==> src/rtl/core/bcd_pkg.sv <==
// shared types, codes and arithmetic helpers for the block decoder
`default_nettype none

package bcd_pkg;

  localparam int MAX_DIM = 4096;
  localparam int DIM_W   = 13;
  localparam int BLK_W   = 10;
  localparam int CNT_W   = 11;
  localparam int COORD_W = 12;

  localparam logic [1:0] FMT_DXT1 = 2'd0;
  localparam logic [1:0] FMT_DXT3 = 2'd1;
  localparam logic [1:0] FMT_DXT5 = 2'd2;

  localparam logic [1:0] CFG_FORMAT = 2'd0;
  localparam logic [1:0] CFG_WIDTH  = 2'd1;
  localparam logic [1:0] CFG_HEIGHT = 2'd2;

  typedef struct packed {
    logic [63:0]      color_word;
    logic [63:0]      alpha_word;
    logic [1:0]       fmt;
    logic [BLK_W-1:0] col;
    logic [BLK_W-1:0] row;
    logic             last_block;
    logic [1:0]       x_last;
    logic [1:0]       y_last;
  } job_t;

  typedef struct packed {
    logic [7:0] r;
    logic [7:0] g;
    logic [7:0] b;
    logic [7:0] a;
  } rgba_t;

  typedef struct packed {
    rgba_t [3:0]     color;
    logic [7:0][7:0] alpha;
  } palette_t;

  // v*255/31 truncated, by reciprocal
  function automatic logic [7:0] expand5(input logic [4:0] v);
    logic [31:0] p;
    p = 32'(v) * 32'd255 * 32'd8457;
    return p[25:18];
  endfunction

  // v*255/63 truncated, by reciprocal
  function automatic logic [7:0] expand6(input logic [5:0] v);
    logic [31:0] p;
    p = 32'(v) * 32'd255 * 32'd16645;
    return p[27:20];
  endfunction

  // exact for x below 768, where the quotient fits in eight bits
  function automatic logic [7:0] div3(input logic [9:0] x);
    logic [20:0] p;
    p = 21'(x) * 21'd683;
    return p[18:11];
  endfunction

  function automatic logic [7:0] div7(input logic [10:0] x);
    logic [23:0] p;
    p = 24'(x) * 24'd2341;
    return p[21:14];
  endfunction

  function automatic logic [7:0] div5(input logic [10:0] x);
    logic [23:0] p;
    p = 24'(x) * 24'd3277;
    return p[21:14];
  endfunction

endpackage

`default_nettype wire

==> src/rtl/core/bcd_front.sv <==
// input side: configuration registers, alpha hold, block counters and job register
`default_nettype none

module bcd_front
  import bcd_pkg::*;
(
  input  wire logic             clk,
  input  wire logic             rst,
  input  wire logic             cfg_write,
  input  wire logic [1:0]       cfg_index,
  input  wire logic [DIM_W-1:0] cfg_data,
  input  wire logic             word_valid,
  output logic                  word_ready,
  input  wire logic [63:0]      data_word,
  input  wire logic             take,
  output logic                  job_valid,
  output job_t                  job
);

  logic [1:0]       texture_format;
  logic [DIM_W-1:0] image_width;
  logic [DIM_W-1:0] image_height;
  logic [BLK_W-1:0] block_column;
  logic [BLK_W-1:0] block_row;
  logic             alpha_pending;
  logic [63:0]      held_alpha_word;

  logic             has_alpha;
  logic             alpha_item;
  logic             accept;
  logic [DIM_W-1:0] wd_c;
  logic [DIM_W-1:0] ht_c;
  logic [DIM_W-1:0] wsum;
  logic [DIM_W-1:0] hsum;
  logic [CNT_W-1:0] bcx;
  logic [CNT_W-1:0] bcy;
  logic             wrap_c;
  logic [CNT_W-1:0] col_e;
  logic [CNT_W-1:0] row_t;
  logic [CNT_W-1:0] row_e;
  logic [CNT_W-1:0] col_n;
  logic [CNT_W-1:0] row_n;
  logic [DIM_W-1:0] x_rem;
  logic [DIM_W-1:0] y_rem;
  job_t             job_next;

  always_comb begin
    has_alpha  = (texture_format == FMT_DXT3) || (texture_format == FMT_DXT5);
    alpha_item = has_alpha && !alpha_pending;
    word_ready = alpha_item || !job_valid || take;
    accept     = word_valid && word_ready;

    if (image_width == '0) begin
      wd_c = DIM_W'(1);
    end else if (image_width > DIM_W'(MAX_DIM)) begin
      wd_c = DIM_W'(MAX_DIM);
    end else begin
      wd_c = image_width;
    end
    if (image_height == '0) begin
      ht_c = DIM_W'(1);
    end else if (image_height > DIM_W'(MAX_DIM)) begin
      ht_c = DIM_W'(MAX_DIM);
    end else begin
      ht_c = image_height;
    end
    wsum = wd_c + DIM_W'(3);
    hsum = ht_c + DIM_W'(3);
    bcx  = wsum[DIM_W-1:2];
    bcy  = hsum[DIM_W-1:2];

    // counters left out of range by a size change wrap first
    wrap_c = {1'b0, block_column} >= bcx;
    col_e  = wrap_c ? '0 : {1'b0, block_column};
    row_t  = wrap_c ? {1'b0, block_row} + CNT_W'(1) : {1'b0, block_row};
    row_e  = (row_t >= bcy) ? '0 : row_t;
    col_n  = col_e + CNT_W'(1);
    row_n  = row_e + CNT_W'(1);

    x_rem = wd_c - {1'b0, col_e[BLK_W-1:0], 2'b00};
    y_rem = ht_c - {1'b0, row_e[BLK_W-1:0], 2'b00};

    job_next.color_word = data_word;
    job_next.alpha_word = held_alpha_word;
    job_next.fmt        = texture_format;
    job_next.col        = col_e[BLK_W-1:0];
    job_next.row        = row_e[BLK_W-1:0];
    job_next.last_block = (col_e == bcx - CNT_W'(1)) && (row_e == bcy - CNT_W'(1));
    job_next.x_last     = (x_rem >= DIM_W'(4)) ? 2'd3 : x_rem[1:0] - 2'd1;
    job_next.y_last     = (y_rem >= DIM_W'(4)) ? 2'd3 : y_rem[1:0] - 2'd1;
  end

  always_ff @(posedge clk) begin
    if (rst) begin
      texture_format <= FMT_DXT1;
      image_width    <= DIM_W'(4);
      image_height   <= DIM_W'(4);
    end else if (cfg_write) begin
      case (cfg_index)
        CFG_FORMAT: texture_format <= cfg_data[1:0];
        CFG_WIDTH:  image_width    <= cfg_data;
        CFG_HEIGHT: image_height   <= cfg_data;
        default: ;
      endcase
    end
  end

  always_ff @(posedge clk) begin
    if (rst) begin
      block_column  <= '0;
      block_row     <= '0;
      alpha_pending <= 1'b0;
      job_valid     <= 1'b0;
    end else begin
      if (accept && alpha_item) begin
        alpha_pending <= 1'b1;
      end else if (accept) begin
        alpha_pending <= 1'b0;
        if (col_n >= bcx) begin
          block_column <= '0;
          block_row    <= (row_n >= bcy) ? '0 : row_n[BLK_W-1:0];
        end else begin
          block_column <= col_n[BLK_W-1:0];
          block_row    <= row_e[BLK_W-1:0];
        end
      end
      // an alpha item may arrive in the same cycle as the job is taken
      if (accept && !alpha_item) begin
        job_valid <= 1'b1;
      end else if (take) begin
        job_valid <= 1'b0;
      end
    end
  end

  always_ff @(posedge clk) begin
    if (accept && alpha_item) begin
      held_alpha_word <= data_word;
    end
    if (accept && !alpha_item) begin
      job <= job_next;
    end
  end

endmodule

`default_nettype wire

==> src/rtl/core/bcd_palette.sv <==
// colour and alpha palettes of one block
`default_nettype none

module bcd_palette
  import bcd_pkg::*;
(
  input  job_t     job,
  output palette_t pal
);

  logic [15:0]  c0;
  logic [15:0]  c1;
  logic         four;
  logic [7:0]   a0;
  logic [7:0]   a1;
  logic [10:0]  acc;
  rgba_t        e0;
  rgba_t        e1;

  always_comb begin
    c0   = job.color_word[15:0];
    c1   = job.color_word[31:16];
    four = (job.fmt == FMT_DXT3) || (job.fmt == FMT_DXT5) || (c0 > c1);

    e0.r = expand5(c0[15:11]);
    e0.g = expand6(c0[10:5]);
    e0.b = expand5(c0[4:0]);
    e0.a = 8'd255;
    e1.r = expand5(c1[15:11]);
    e1.g = expand6(c1[10:5]);
    e1.b = expand5(c1[4:0]);
    e1.a = 8'd255;

    pal.color[0] = e0;
    pal.color[1] = e1;
    if (four) begin
      pal.color[2].r = div3({1'b0, e0.r, 1'b0} + {2'b00, e1.r});
      pal.color[2].g = div3({1'b0, e0.g, 1'b0} + {2'b00, e1.g});
      pal.color[2].b = div3({1'b0, e0.b, 1'b0} + {2'b00, e1.b});
      pal.color[2].a = 8'd255;
      pal.color[3].r = div3({2'b00, e0.r} + {1'b0, e1.r, 1'b0});
      pal.color[3].g = div3({2'b00, e0.g} + {1'b0, e1.g, 1'b0});
      pal.color[3].b = div3({2'b00, e0.b} + {1'b0, e1.b, 1'b0});
      pal.color[3].a = 8'd255;
    end else begin
      // three colours plus transparent black
      pal.color[2].r = 8'(({1'b0, e0.r} + {1'b0, e1.r}) >> 1);
      pal.color[2].g = 8'(({1'b0, e0.g} + {1'b0, e1.g}) >> 1);
      pal.color[2].b = 8'(({1'b0, e0.b} + {1'b0, e1.b}) >> 1);
      pal.color[2].a = 8'd255;
      pal.color[3]   = '0;
    end

    a0 = job.alpha_word[7:0];
    a1 = job.alpha_word[15:8];
    pal.alpha[0] = a0;
    pal.alpha[1] = a1;
    acc = '0;
    for (int k = 2; k < 8; k++) begin
      if (a0 > a1) begin
        acc = 11'(8 - k) * {3'b000, a0} + 11'(k - 1) * {3'b000, a1};
        pal.alpha[k] = div7(acc);
      end else if (k == 6) begin
        pal.alpha[k] = 8'd0;
      end else if (k == 7) begin
        pal.alpha[k] = 8'd255;
      end else begin
        acc = 11'(6 - k) * {3'b000, a0} + 11'(k - 1) * {3'b000, a1};
        pal.alpha[k] = div5(acc);
      end
    end
  end

endmodule

`default_nettype wire

==> src/rtl/core/bcd_emitter.sv <==
// palette register, pixel walker and output register
`default_nettype none

module bcd_emitter
  import bcd_pkg::*;
(
  input  wire logic               clk,
  input  wire logic               rst,
  input  wire logic               job_valid,
  input  job_t                    job,
  input  palette_t                pal_in,
  output logic                    take,
  output logic                    pixel_valid,
  input  wire logic               pixel_ready,
  output logic [COORD_W-1:0]      pixel_x,
  output logic [COORD_W-1:0]      pixel_y,
  output logic [7:0]              red,
  output logic [7:0]              green,
  output logic [7:0]              blue,
  output logic [7:0]              alpha,
  output logic                    block_last,
  output logic                    image_last
);

  logic             busy;
  palette_t         pal;
  logic [31:0]      cidx;
  logic [63:0]      aw;
  logic [1:0]       fmt;
  logic [BLK_W-1:0] col;
  logic [BLK_W-1:0] row;
  logic             last_block;
  logic [1:0]       x_last;
  logic [1:0]       y_last;
  logic [1:0]       xi;
  logic [1:0]       yi;

  logic             emit;
  logic             end_pix;
  logic             last_step;
  logic [3:0]       pi;
  logic [1:0]       ci;
  logic [3:0]       nib;
  logic [5:0]       a_off;
  logic [2:0]       ai;
  rgba_t            c_sel;
  logic [7:0]       a_sel;

  always_comb begin
    emit      = busy && (!pixel_valid || pixel_ready);
    end_pix   = (xi == x_last) && (yi == y_last);
    last_step = emit && end_pix;
    take      = job_valid && (!busy || last_step);

    pi    = {yi, xi};
    ci    = cidx[{pi, 1'b0} +: 2];
    nib   = aw[{pi, 2'b00} +: 4];
    a_off = 6'd16 + 6'({2'b00, pi} * 6'd3);
    ai    = aw[a_off +: 3];
    c_sel = pal.color[ci];
    case (fmt)
      FMT_DXT3: a_sel = {nib, nib};
      FMT_DXT5: a_sel = pal.alpha[ai];
      default:  a_sel = c_sel.a;
    endcase
  end

  always_ff @(posedge clk) begin
    if (rst) begin
      busy        <= 1'b0;
      pixel_valid <= 1'b0;
    end else begin
      if (take) begin
        busy <= 1'b1;
      end else if (last_step) begin
        busy <= 1'b0;
      end
      if (emit) begin
        pixel_valid <= 1'b1;
      end else if (pixel_ready) begin
        pixel_valid <= 1'b0;
      end
    end
  end

  always_ff @(posedge clk) begin
    if (take) begin
      pal        <= pal_in;
      cidx       <= job.color_word[63:32];
      aw         <= job.alpha_word;
      fmt        <= job.fmt;
      col        <= job.col;
      row        <= job.row;
      last_block <= job.last_block;
      x_last     <= job.x_last;
      y_last     <= job.y_last;
      xi         <= 2'd0;
      yi         <= 2'd0;
    end else if (emit) begin
      // walk only the pixels inside the image, row by row
      if (xi == x_last) begin
        xi <= 2'd0;
        yi <= yi + 2'd1;
      end else begin
        xi <= xi + 2'd1;
      end
    end
    if (emit) begin
      pixel_x    <= {col, xi};
      pixel_y    <= {row, yi};
      red        <= c_sel.r;
      green      <= c_sel.g;
      blue       <= c_sel.b;
      alpha      <= a_sel;
      block_last <= end_pix;
      image_last <= end_pix && last_block;
    end
  end

endmodule

`default_nettype wire

==> src/rtl/core/bc1_bc2_bc3_block_decoder_unit.sv <==
// top level of the bc1/bc2/bc3 block decoder
//
// usage:
//   configuration is a plain write port (cfg_write, cfg_index, cfg_data):
//   index 0 texture format, 1 image width, 2 image height; write only while idle
//   compressed words enter on word_valid/word_ready, blocks in raster order;
//   in dxt3/dxt5 the alpha word of a block comes first, then its colour word
//   pixels leave on pixel_valid/pixel_ready, one item per decoded pixel,
//   row-major inside the block, cropped at the right and bottom edges
// path: a taken colour word passes the job register, the palette register and
//   the output register before its first pixel is shown; an alpha word gives no pixels and is taken at once
// throughput: one pixel a cycle while a job waits and pixel_ready is high, set by
//   the single pixel walker; the next colour word waits in a job register while a
//   block is walked
// reset: all counters back to block zero, dxt1, 4x4 image, pipeline empty
// stall: a held pixel_ready low freezes the output register and the walker;
//   one further colour word can still be taken into the job register
`default_nettype none

module bc1_bc2_bc3_block_decoder_unit
  import bcd_pkg::*;
(
  input  wire logic               clk,
  input  wire logic               rst,
  input  wire logic               cfg_write,
  input  wire logic [1:0]         cfg_index,
  input  wire logic [DIM_W-1:0]   cfg_data,
  input  wire logic               word_valid,
  output logic                    word_ready,
  input  wire logic [63:0]        data_word,
  output logic                    pixel_valid,
  input  wire logic               pixel_ready,
  output logic [COORD_W-1:0]      pixel_x,
  output logic [COORD_W-1:0]      pixel_y,
  output logic [7:0]              red,
  output logic [7:0]              green,
  output logic [7:0]              blue,
  output logic [7:0]              alpha,
  output logic                    block_last,
  output logic                    image_last
);

  logic     job_valid;
  logic     take;
  job_t     job;
  palette_t pal;

  bcd_front u_front (
    .clk        (clk),
    .rst        (rst),
    .cfg_write  (cfg_write),
    .cfg_index  (cfg_index),
    .cfg_data   (cfg_data),
    .word_valid (word_valid),
    .word_ready (word_ready),
    .data_word  (data_word),
    .take       (take),
    .job_valid  (job_valid),
    .job        (job)
  );

  bcd_palette u_palette (
    .job (job),
    .pal (pal)
  );

  bcd_emitter u_emitter (
    .clk         (clk),
    .rst         (rst),
    .job_valid   (job_valid),
    .job         (job),
    .pal_in      (pal),
    .take        (take),
    .pixel_valid (pixel_valid),
    .pixel_ready (pixel_ready),
    .pixel_x     (pixel_x),
    .pixel_y     (pixel_y),
    .red         (red),
    .green       (green),
    .blue        (blue),
    .alpha       (alpha),
    .block_last  (block_last),
    .image_last  (image_last)
  );

endmodule

`default_nettype wire

==> config.mk <==
export PLATFORM = sky130hd
export DESIGN_NAME = bc1_bc2_bc3_block_decoder_unit
export DESIGN_NICKNAME = d
export VERILOG_FILES = /design/src/rtl/core/bcd_pkg.sv /design/src/rtl/core/bcd_front.sv /design/src/rtl/core/bcd_palette.sv /design/src/rtl/core/bcd_emitter.sv /design/src/rtl/core/bc1_bc2_bc3_block_decoder_unit.sv
export SDC_FILE = /design/constraint.sdc
export NUM_CORES = 2
export LEC_CHECK = 0
export BUFFER_PORTS_ARGS = -buffer_cell sky130_fd_sc_hd__buf_4
export CORE_MARGIN = 3
export CORE_UTILIZATION = 45
export DETAILED_ROUTE_END_ITERATION = 7
export GPL_TIMING_DRIVEN = 0
export PLACE_DENSITY = 0.64
export SETUP_SLACK_MARGIN = 0.4
export SYNTH_ARGS = -nofsm -noshare
export SYNTH_HDL_FRONTEND = slang
export SYNTH_HIERARCHICAL = 1
export SYNTH_SLANG_ARGS = --single-unit
==> constraint.sdc <==
create_clock -name clk -period 34.3 [get_ports clk]
set_input_delay 6.86 -clock clk [delete_from_list [all_inputs] [get_ports clk]]
set_output_delay 6.86 -clock clk [all_outputs]
set_load 0.01 [all_outputs]
Yosys cells after proc, flatten, opt, wreduce, memory -nomap -nowiden

Cells that the tools add are included.

Shifts and indexed selects: 3
Muxes and demuxes: 29
Reduce and logical (&&, ||, !) cells: 34
Bitwise logic cells: 1
Equal/unequal tests: 12
Multiply operators: 35
Order comparisons: 12
$add $sub $neg: 33

Operator list:

| cell                                                                | count |
|---|---|
| multiplier 11 x 12 -> 22 bit (second input constant)                | 10 |
| multiplier 10 x 10 -> 19 bit (second input constant)                | 6 |
| multiplier 13 x 14 -> 26 bit (second input constant)                | 4 |
| binary-select mux 32 bit (select 2 bit)                             | 1 |
| variable part select 64 x 7 -> 3 bit                                | 1 |
| variable part select 64 x 7 -> 4 bit                                | 1 |
| multiplier 14 x 15 -> 28 bit (second input constant)                | 2 |
| multiplier 5 x 8 -> 13 bit (second input constant)                  | 4 |
| two-way mux 13 bit                                                  | 4 |
| multiplier 2 x 8 -> 10 bit (first input constant)                   | 4 |
| two-way mux 10 bit                                                  | 4 |
| two-way mux 40 bit                                                  | 1 |
| two-way mux 8 bit                                                   | 5 |
| greater-or-equal comparator 11 bit                                  | 3 |
| two-way mux 32 bit                                                  | 1 |
| variable part select 32 x 6 -> 2 bit                                | 1 |
| adder 8 x 9 -> 10 bit                                               | 3 |
| adder 9 x 8 -> 10 bit                                               | 3 |
| multiplier 6 x 8 -> 14 bit (second input constant)                  | 2 |
| adder 8 x 8 -> 9 bit                                                | 3 |
| adder 13 x 2 -> 13 bit (second input constant)                      | 2 |
| greater-or-equal comparator 13 x 3 -> 1 bit (second input constant) | 2 |
| > comparator 13 bit (second input constant)                         | 2 |
| zero test 13 bit                                                    | 2 |
| other kinds (39)                                                    | 88 |

Input port bits: 84
Word-level logic and storage cells: 217
Register bits: 632

Longest topological paths before layout

Depth in word-level cells: 12
Mapped depth: 57
Mapped depth without buffers: 56

Cells and area by module

Netlist, hierarchy kept.

By module, submodules not included:

| module      | area each (um^2) | cells an instance | sequential area each (um^2) | times used |
|---|---|---|---|---|
| bcd_palette | 47,734.5         | 5,191             | 0.0                         | 1 |
| bcd_emitter | 15,780.1         | 784               | 11,320.9                    | 1 |
| bcd_front   | 12,734.7         | 1,055             | 7,577.3                     | 1 |

Least setup slack after synthesis

Ideal clock, no wire load.

Kind: in2out
Start point: in pixel_ready
End point: out word_ready
Stages: 5
Path buffers: 0
Path slack: 3.876 ns
Arrival: 23.564 ns
Cell sequence: nand2b_1 > nand2_1 > a21oi_1 > nand2b_1 > or2_2

Word-level cells in the longest chain between the ends: 6

Ends and longest elaborated chain:

| what              | line                                 | source |
|---|---|---|
| start, declared   | bc1_bc2_bc3_block_decoder_unit.sv:32 | `input wire logic pixel_ready,` |
| logical OR 1 bit  | bcd_emitter.sv:50                    | `emit = busy && (!pixel_valid \|\| pixel_ready);` |
| logical AND 1 bit | bcd_emitter.sv:50                    |  |
| logical AND 1 bit | bcd_emitter.sv:52                    | `last_step = emit && end_pix;` |
| logical OR 1 bit  | bcd_emitter.sv:53                    | `take = job_valid && (!busy \|\| last_step);` |
| logical AND 1 bit | bcd_emitter.sv:53                    |  |
| via take          | bc1_bc2_bc3_block_decoder_unit.sv:44 | `logic take;` |
| logical OR 1 bit  | bcd_front.sv:50                      | `word_ready = alpha_item \|\| !job_valid \|\| take;` |
| end, declared     | bc1_bc2_bc3_block_decoder_unit.sv:29 | `output logic word_ready,` |

The timed path passes the listed nets, and every way through them passes these cells.

==> impl_metrics.tcl <==
set metrics [dict create \
    status "finished, final reports clean" \
    post-dp-hpwl_um 150000 \
    period_share 0.443 \
    synth_edf_count 592 \
    ys_ff_latch 648 \
    drv_slew 0 \
    grt_max_degree 52 \
    yosysWarnings 6 \
    critPathMaxStageDelay_ns 0.67 \
    grt_pass1_vias 54000 \
    gp_congestion 0.920 \
    clock_path_buffers 3 \
    num-fill-cells 15200 \
    grt_setup_unrepaired "false" \
    holdBufCountCts 0 \
    syn_avg_cell_area_um2 10.8 \
    crit_arrival_ns 15.54 \
    area_delta_synth_final_pct 9.22 \
    start_util 0.454 \
    dieArea_um2 174000 \
    cts_sinks 648 \
    ys_seq_area_frac 0.248 \
    drive_gt1_frac 0.0813 \
    startpoint "u_front/job[112]" \
    ctsResizeCount 0 \
    worstPathMaxFanout 7 \
    period_minus_slack_ns 15.19 \
    worstSetupEndpointType "register" \
    cts_made_buffers 73 \
    antenna_found_initial 16 \
    cts_root_buffer "clkbuf_16" \
    worstHoldStart "u_front/held_alpha_word[62]" \
    synthDistinctLibCells 118 \
    vias_per_cell 5.48 \
    io_buffer_count 143 \
    core_um2 168000 \
    post_cts_buffers 0 \
    drtPass1Iterations 6 \
    ys_top_cells_by_count "1735 x ha_1, 1068 x inv_1, 592 x edfxtp_1" \
    num_vias 52400 \
    cts_tree "done" \
    fin_nets 9605 \
    die_w_um 418 \
    max-slew-margin-rel 0.0772 \
    clk_latency_ns 0.68 \
    syn_area_um2 76200 \
    synth_area_leaders "ha_1 28%, edfxtp_1 23%, fa_1 13%" \
    ant_nets 0 \
    track_usage 0.210 \
    maxCapViolCount 0 \
    yosysTopAreaCell "ha_1" \
    cpMaxStageDelayCell "a2111oi_0" \
    routed_wl_um 182000 \
    cp_data_required_time_ns 34.65 \
    clk_pin_slew_worst_paths_ns 0.06 \
    fin_skew_ns 0.0455 \
    hp-class "register to register" \
    final_cells 9562 \
    grt_remaining_overflow 0 \
    num_rows 150 \
    synth_top_area_share 0.285 \
    synthCells 7030 \
    critical_path_class "register to register" \
    io_pins 144 \
    routedWlPerCell_um 19.1 \
    grt_pass1_wl_um 291000 \
    synth_flop_cell "edfxtp_1" \
    cp_common_cell "ha_1" \
    htreeDepth 3 \
    dpl.cell_count 9423 \
    whs_ns 0.394 \
    async_reset_ff_frac 0 \
    r2r-start "u_front/job[112]" \
    max_freq_mhz 65.8 \
    worst_pin_slew_ns 1.38 \
    cp-start-kind "register" \
    drc 0 \
    finalSetupViolations 0 \
    drtIter0Drc 2785 \
    finalHoldViolCount 0 \
    die_height_um 418 \
    yosysMostFrequentCell "ha_1" \
]
layer usage:
metal | track usage | part of all wire | vias up
li1 | - | - | 25500
met1 | 0.266 | 0.43 | 25600
met2 | 0.376 | 0.50 | 1005
met3 | 0.0194 | 0.036 | 242
met4 | 0.0652 | 0.030 | 0
met5 | 0 | 0 | -
kinds of logic (layout without fill, tap and decap cells):
| kind of cell | after synthesis | in the layout | share of synthesized area |
|---|---|---|---|
| AOI/OAI and AO/OA | 1159 | 1159 | 0.105 |
| xor gates and xnor gates | 443 | 443 | 0.0529 |
| adders and majority gates | 2229 | 2229 | 0.414 |
| buffers and inverters | 1221 | 1521 | 0.0648 |
| DFF | 648 | 648 | 0.248 |
| muxes | 178 | 178 | 0.0394 |
| other | 1 | 29 | 0.0000492 |
| and+or+nand+nor | 1151 | 1151 | 0.0764 |
cell usage in the layout, fill, tap and decap left out, types with 51 or more instances in the layout:
cell,Yosys,layout
dfxtp_1,56,56
clkbuf_1,47,57
edfxtp_1,592,592
a21o_1,115,115
mux4_2,88,88
buf_4,54,197
nor2_1,271,271
and3_1,53,53
o21bai_1,80,80
mux2i_1,60,60
o21a_1,66,66
nand3_1,89,89
ha_1,1735,1735
fa_1,492,492
o21ai_0,177,177
a21oi_1,307,306
nand2_1,264,264
clkbuf_16,0,73
xnor2_1,285,285
inv_1,1068,1067
and2_1,52,51
xor2_1,145,145
nor3_1,89,89
nor2b_1,63,63
flip-flops by register name, indices dropped and copies added (netlist names), 10 cells and up:
register / flops
u_emitter/pal: 192
u_front/job: 155
u_emitter/aw: 64
u_front/held_alpha_word: 64
u_emitter/cidx: 32
u_front/image_height: 13
u_front/image_width: 13
u_emitter/pixel_x: 12
u_emitter/pixel_y: 12
u_emitter/col: 10
u_emitter/row: 10
u_front/block_column: 10
u_front/block_row: 10
through the flow:
| stage | utilization | area, um^2 | worst slack (ns) | TNS (ns) |
|---|---|---|---|---|
| floorplan | - | 76300 | 3.88 | 0 |
| global placement | 0.478 | 80200 | -4.68 | -731.12 |
| detailed placement | 0.481 | 80700 | 19.15 | 0 |
| CTS | 0.496 | 83300 | 19.04 | 0 |
| global route | 0.496 | 83300 | 18.21 | 0 |
| finish | 0.496 | 83300 | 19.11 | 0 |
cell type report:
cell class,instances,area [um^2],area share
diodes,5,12.5,0.000150
inverters,1071,4020,0.0483
repair buffers,166,1620,0.0195
multi-input cells,5184,52500,0.631
well taps,2204,2760,0.0331
plain buffers,150,923,0.0111
flip-flops and latches,648,18900,0.227
clock inverters,47,611,0.00733
clock buffers,87,1910,0.0229
worst paths after layout:
| check | to | slack (ns) | depth (start not counted) |
|---|---|---|---|
| worst max-delay path | u_emitter/pal[148] | 19.11 | 50 |
| worst max register to register | u_emitter/pal[148] | 19.11 | 50 |
| worst min-delay path | u_front/job[89] | 0.39 | 0 |
| worst min register to register | u_front/job[89] | 0.39 | 0 |
critical path: cells and delay by family (launching register included):
kind,cells,cell delay [ns]
compound gates,18,4.67
xor+xnor,2,0.76
fa+ha+maj,18,7.17
buf+inv,7,0.79
flops,1,0.49
simple gates,5,0.99
Power is left out: the tool's default activity adds up to more than one toggle a clock period on the data nets, which glitch-free logic cannot reach.
